--- src/design/mep_pkg.sv ---
package mep_pkg;

    // Fixed-point format of every coordinate: signed Q8.24.
    localparam int unsigned FRAC_BITS = 24;

    // Width of the guarded sums that are saturated back to 32 bits.
    localparam int unsigned SAT_W = 48;

    // Escape threshold on the exact sum of squares: 4.0 in Q16.48.
    localparam logic [63:0] ESC_LIMIT = 64'h0004_0000_0000_0000;

    localparam logic [7:0] GREEN_STEP = 8'd10;
    localparam logic [7:0] FULL_BYTE  = 8'hFF;

    // Configuration register indexes.
    typedef enum logic [2:0] {
        REG_LEFT_X   = 3'd0,
        REG_TOP_Y    = 3'd1,
        REG_STEP_X   = 3'd2,
        REG_STEP_Y   = 3'd3,
        REG_MAX_ITER = 3'd4
    } cfg_reg_t;

    typedef struct packed {
        logic signed [31:0] left_x;
        logic signed [31:0] top_y;
        logic signed [31:0] step_x;
        logic signed [31:0] step_y;
        logic        [7:0]  max_iterations;
    } cfg_t;

    // Commands from the controller to the datapath.
    typedef struct packed {
        logic load_pix;  // capture the clamped pixel position
        logic calc_c;    // form column*step_x and row*step_y
        logic load_c;    // latch c and start z at c
        logic mul;       // form the three products of z
        logic step;      // write back the next z
        logic first;     // the pending step is the one that forms z_0
        logic load_out;  // write the result into the output register
        logic out_axis;  // the result is the black on-axis pixel
    } cmd_t;

    // Status from the datapath to the controller.
    typedef struct packed {
        logic on_axis;   // c has a zero coordinate
        logic escape;    // |z|^2 > 4 for the current z
        logic at_limit;  // iteration index has reached max_iterations
    } status_t;

    // Clamp a guarded signed sum to the 32-bit range.
    function automatic logic signed [31:0] sat32(input logic signed [SAT_W-1:0] v);
        logic [SAT_W-32:0] upper;
        logic signed [31:0] res;
        upper = v[SAT_W-1:31];
        if ((&upper) || (~|upper)) begin
            res = v[31:0];
        end else if (v[SAT_W-1]) begin
            res = 32'sh8000_0000;
        end else begin
            res = 32'sh7FFF_FFFF;
        end
        return res;
    endfunction

endpackage

--- src/design/mep_ctrl.sv ---
module mep_ctrl
    import mep_pkg::*;
(
    input  logic    clk,
    input  logic    rst_n,
    input  logic    in_valid,
    output logic    in_stall,
    output logic    out_valid,
    input  logic    out_stall,
    input  status_t status,
    output cmd_t    cmd
);

    typedef enum logic [2:0] {
        S_IDLE,
        S_CMUL,
        S_CADD,
        S_MUL,
        S_STEP
    } state_t;

    state_t state_reg;
    state_t state_next;
    logic   first_reg;
    logic   first_next;
    logic   out_valid_reg;
    logic   out_valid_next;
    logic   out_free;

    // The output register can take a new word when empty or being emptied.
    assign out_free  = !out_valid_reg || !out_stall;
    assign in_stall  = (state_reg != S_IDLE);
    assign out_valid = out_valid_reg;

    always_comb
    begin
        cmd        = '0;
        cmd.first  = first_reg;
        state_next = state_reg;
        first_next = first_reg;
        unique case (state_reg)
            S_IDLE:
            begin
                if (in_valid)
                begin
                    cmd.load_pix = 1'b1;
                    state_next   = S_CMUL;
                end
            end
            S_CMUL:
            begin
                cmd.calc_c = 1'b1;
                state_next = S_CADD;
            end
            S_CADD:
            begin
                if (status.on_axis)
                begin
                    if (out_free)
                    begin
                        cmd.load_out = 1'b1;
                        cmd.out_axis = 1'b1;
                        state_next   = S_IDLE;
                    end
                end
                else
                begin
                    cmd.load_c = 1'b1;
                    first_next = 1'b1;
                    state_next = S_MUL;
                end
            end
            S_MUL:
            begin
                cmd.mul    = 1'b1;
                state_next = S_STEP;
            end
            S_STEP:
            begin
                if (!first_reg && (status.escape || status.at_limit))
                begin
                    if (out_free)
                    begin
                        cmd.load_out = 1'b1;
                        state_next   = S_IDLE;
                    end
                end
                else
                begin
                    cmd.step   = 1'b1;
                    first_next = 1'b0;
                    state_next = S_MUL;
                end
            end
            default:
            begin
                state_next = S_IDLE;
            end
        endcase
    end

    always_comb
    begin
        out_valid_next = out_valid_reg;
        if (cmd.load_out)
        begin
            out_valid_next = 1'b1;
        end
        else if (!out_stall)
        begin
            out_valid_next = 1'b0;
        end
    end

    always_ff @(posedge clk or negedge rst_n)
    begin
        if (!rst_n)
        begin
            state_reg     <= S_IDLE;
            first_reg     <= 1'b0;
            out_valid_reg <= 1'b0;
        end
        else
        begin
            state_reg     <= state_next;
            first_reg     <= first_next;
            out_valid_reg <= out_valid_next;
        end
    end

endmodule

--- config.mk ---
export PLATFORM = sky130hd
export DESIGN_NAME = mep_ctrl
export DESIGN_NICKNAME = d
export VERILOG_FILES = /design/src/design/mep_pkg.sv /design/src/design/mep_ctrl.sv
export SDC_FILE = /design/constraint.sdc
export NUM_CORES = 1
export LEC_CHECK = 0
export BUFFER_PORTS_ARGS = -buffer_cell sky130_fd_sc_hd__buf_4
export CAP_MARGIN = 5
export CORE_AREA = 2 2 39 41
export CTS_CLUSTER_SIZE = 24
export DETAILED_ROUTE_END_ITERATION = 8
export DIE_AREA = 0 0 41 43
export PLACE_DENSITY = 0.51
export SYNTH_ARGS = -nofsm -noshare
export SYNTH_HDL_FRONTEND = slang
export SYNTH_SLANG_ARGS = --single-unit
--- constraint.sdc ---
create_clock -name clk -period 2 [get_ports clk]
set_clock_uncertainty 0.15 [all_clocks]
set_input_delay 0.3 -clock clk [delete_from_list [all_inputs] [get_ports clk]]
set_output_delay 0.3 -clock clk [all_outputs]
set_load 0.05 [all_outputs]
# --- After elaboration in Yosys (flattened, before gate mapping) ---
# Cells that the tools add are included.
op_classes:
  reduce_logical: 10
  mux: 24
  eq_ne: 8
op_table:
  columns: ["op", "count"]
  rows:
  - ["1-bit two-way mux", 15]
  - ["3-bit one-hot mux with 5 select lines", 1]
  - ["3-bit two-way mux", 4]
  - ["3-bit by 2-bit equality test with 1-bit output (second input constant)", 2]
  - ["2-bit inequality test (second input constant)", 3]
  - ["2-bit two-way mux", 2]
  - ["1-bit one-hot mux with 2 select lines", 2]
  - ["3-bit by 1-bit equality test with 1-bit output (second input constant)", 1]
  - ["3-bit equality test (second input constant)", 1]
  - ["1-bit zero test", 3]
  - ["3-bit zero test", 1]
  - ["3-bit AND reduction", 1]
  - ["3-bit nonzero test", 1]
  - ["1-bit logical OR", 2]
  - ["2-bit by 1-bit inequality test with 1-bit output (second input constant)", 1]
  - ["2-bit nonzero test", 1]
  - ["1-bit logical AND", 1]
totals:
  out_inout_bits: 10
  inputBits: 7
  reg_bits: 5

# --- Depth between registers and ports, before layout ---
depth:
  word_depth: 6
  depth_mapped: 4
  depth_no_buf: 3

# --- Least setup slack after synthesis ---
# Ideal clock, no wire load.
synth_timing:
  path_type: "register to register"
  from: "register state_reg[2]"
  to: "register state_reg[1]"
  arrival_ps: 2262
  setup_slack_ps: -484
  setup_time_ps: 72
  path_stages_with_launch: 4
  synth_period_minus_slack_ps: 2484
  n_path_buf: 0
  required_time_ps: 1778
  path_cell_list: "dfrtp_1 inv_2 nor4_1 or3_1"
synth_via:
  elab_chain_cells: 2
  elab_cells_between_ends: 7
  cone_classes: "eq/ne: 5; mux: 1; reduce/logical: 1"
synth_lines:
  columns: ["element", "line_no", "text"]
  rows:
  - ["start: declaration", "mep_ctrl.sv:22", "state_t state_reg;"]
  - ["start signal: assignment", "mep_ctrl.sv:125", "state_reg <= state_next;"]
  - ["3-bit equality test (tied with other cells)", "mep_ctrl.sv:41", "unique case (state_reg)"]
  - ["3-bit one-hot mux with 5 select lines or 2-bit inequality test (tied branches)", null, null]
# Several ways; a longest one is shown, not always the timed one.
# A chain may end at the register's enable or synchronous reset.

==> impl_metrics.env <==
export IMPL_status="complete, no violations"
export IMPL_final_nets=65
export IMPL_arrival_ns=1.47
export IMPL_cp_cell_sequence="or3b_1, nor2_1, buf_4"
export IMPL_power_density_nw_per_um2=1960
export IMPL_clockBufferDepth=2
export IMPL_finalHoldViolCount=0
export IMPL_largest_register_ffs=3
export IMPL_layout_common_cells="17 x buf_4, 5 x nand2_1"
export IMPL_grt_setup_unrepaired="no"
export IMPL_ys_ff_latch=5
export IMPL_cp_top_family="simple AND/OR/NAND/NOR gates"
export IMPL_post_route_drc_count=0
export IMPL_yosys_area_share_simple_pct=29.0
export IMPL_pwr_share_seq_pct=22.2
export IMPL_synthCells=37
export IMPL_ys_types=21
export IMPL_antenna_cells=0
export IMPL_layout_commonest_cell="buf_4"
export IMPL_p_leak_nw=0.242
export IMPL_vias_per_cell=4.66
export IMPL_clk_insertion_delay_late_ns=0.24
export IMPL_cts_sinks=5
export IMPL_synth_fp_nets=44
export IMPL_clk_root_buffer_cell="clkbuf_4"
export IMPL_grt_pass1_wl_mm=1.13
export IMPL_dr_first_iter_drc_count=16
export IMPL_synth_mux_area_fraction_pct=0
export IMPL_crit_fanout=9
export IMPL_synthXorXnorAreaFrac_pct=0
export IMPL_area_growth_pct=58.3
export IMPL_holdCritPathClass="in2reg"
export IMPL_synth_avg_cell_area_um2=8.52
export IMPL_pwr_share_comb_pct=65.6
export IMPL_grt_overflow=0
export IMPL_p_int_w=0.000442
export IMPL_synth_compound_area_share_pct=23.0
export IMPL_grt_max_degree=10
export IMPL_ctsHtreeMaxLevel=1
export IMPL_worst_path_max_delay_cell="dfrtp_2"
export IMPL_critPathRequiredTime_ns=1.55
export IMPL_tightest_slew_ns=0.312
export IMPL_period_share_pct=96.2
export IMPL_grt_use_total_pct=9.97
export IMPL_core_um2=1380
export IMPL_swShare_pct=54.8
export IMPL_drive_above_1_share_pct=47.4
export IMPL_cap_violations=0
export IMPL_drt_pass1_iter_count=4
export IMPL_max_freq_mhz=520
export IMPL_cts_buffers=3
export IMPL_grt_pass1_vias=259
export IMPL_dp_hpwl_um=597
export IMPL_timing_hold_ws_ns=0.164
export IMPL_wl_per_cell_um=10.8
export IMPL_yosys_warnings=0
export IMPL_cpPeakStageDelay_ns=0.46
export IMPL_path_buf_inv=1
export IMPL_cp_start_kind="flop"
export IMPL_ant_nets=0
export IMPL_power_w=0.000978
export IMPL_num_vias=340
export IMPL_initial_core_util_pct=22.8
export IMPL_synth_top_family_by_area="simple AND/OR/NAND/NOR gates"
export IMPL_io_buffers=16
export IMPL_rows=14
export IMPL_yosysSeqAreaShare_pct=39.7
export IMPL_gp_congestion=0.715
export IMPL_min_period_ns=1.92
export IMPL_die_area_um2=1760
export IMPL_num_fill_cells=155
export IMPL_path_class="reg2out"
export IMPL_clkTransAtPathRegs_ns=0.04
export IMPL_cts_tree="done"
export IMPL_setup_viol=0
export IMPL_ir_drop_mv=0.824
export IMPL_relSlewSlack_pct=79.0
export IMPL_synth_fa_ha_area_share_pct=0
export IMPL_die_y_um=43
export IMPL_fin_setup_tns_ns=0
export IMPL_die_w_um=41
export IMPL_wl_um=789
export IMPL_pin_count=17
export IMPL_switchingPower_w=0.000536
export IMPL_antenna_found_initial=0
export IMPL_clkPwrFrac_pct=12.1
export IMPL_slew_violations=0
export IMPL_synthesis_area_um2=315
export IMPL_end_kind="output pin"
export IMPL_dp_cells=67
export IMPL_final_cells=73
[Yosys cell counts]
cell       count  area share (%)
a2111oi_0      1             2.8
a21oi_1        2             3.2
and2_1         1             2.0
and3_1         2             4.0
and3_4         1             3.6
buf_4          2             4.8
dfrtp_1        5              40
inv_1          2             2.4
inv_2          1             1.2
nand2_1        5             6.0
nand3_1        1             1.6
nor2_1         3             3.6
nor3_1         1             1.6
nor4_1         1             2.0
o21ai_0        3             4.8
o21ba_4        1             5.2
o21bai_1       1             2.4
o22ai_1        1             2.0
o311ai_0       1             2.8
or3_1          1             2.0
or3b_1         1             2.8
[cells by family after synthesis]
group	Yosys count
flops	5
buf+inv	5
compound gates	10
simple gates	17
[timing repair]
item,4_1_cts,5_1_grt
hold endpoints to repair,5,0
setup endpoints to repair,1,3
hold buffers,1,0
buffers inserted,1,0
pin swaps,1,0
gates resized for setup,1,3
[final timing paths]
kind	start	to	slack (ns)	cells after the start
setup reg to reg	state_reg[2]	state_reg[1]	0.55	4
hold / removal	status[2]	state_reg[0]	0.16	2
min in group asynchronous	rst_n	out_valid	0.24	2
setup / recovery	state_reg[0]	cmd[0]	0.08	3
hold reg to reg	first_reg	first_reg	0.40	2
max in group asynchronous	rst_n	state_reg[1]	1.34	2
[stage by stage]
stage | worst slack, ns | util, % | area [um^2]
3_3_place_gp | 0.202 | 32.3 | 447
3_5_place_dp | 0.215 | 32.3 | 447
6_report | 0.0762 | 36.1 | 499
5_1_grt | 0.00485 | 36.1 | 499
4_1_cts | 0.0391 | 35.5 | 492
2_1_floorplan | 0.0106 | - | 322
[layout make-up]
cell class	instances	area, um^2	share of cell area (%)
Sequential cell	5	128	25.6
Multi-Input combinational cell	27	176	35.3
Clock buffer	4	26.3	5.26
Timing Repair Buffer	18	138	27.6
Inverter	3	11.3	2.26
Tap cell	16	20.0	4.01
[power by group through the flow]
stage	combinational, W	sequential [W]	clock (W)
3_5_place_dp	0.000624	0.000211	0
5_1_grt	0.000672	0.000227	0.000134
6_report	0.000642	0.000217	0.000119
4_1_cts	0.000639	0.000210	0.000123
2_1_floorplan	0.000455	0.000227	0
3_3_place_gp	0.000624	0.000212	0
[per-layer routing]
layer / routed length [um] / GRT usage [%] / vias up
li1: - / - / 171
met1: 332 / 13.0 / 151
met2: 356 / 12.5 / 18
met3: 101 / 6.81 / 0
met4: 0 / 4.00 / 0
met5: 0 / 0 / -
[worst reg2reg max path, delay by kind of cell, from the launching register on]
| family | cells | cell delay, ns |
|---|---|---|
| AND/OR/NAND/NOR | 2 | 0.53 |
| buffers and inverters | 2 | 0.21 |
| flip-flops | 1 | 0.43 |
(Power assumes the default switching activity.)
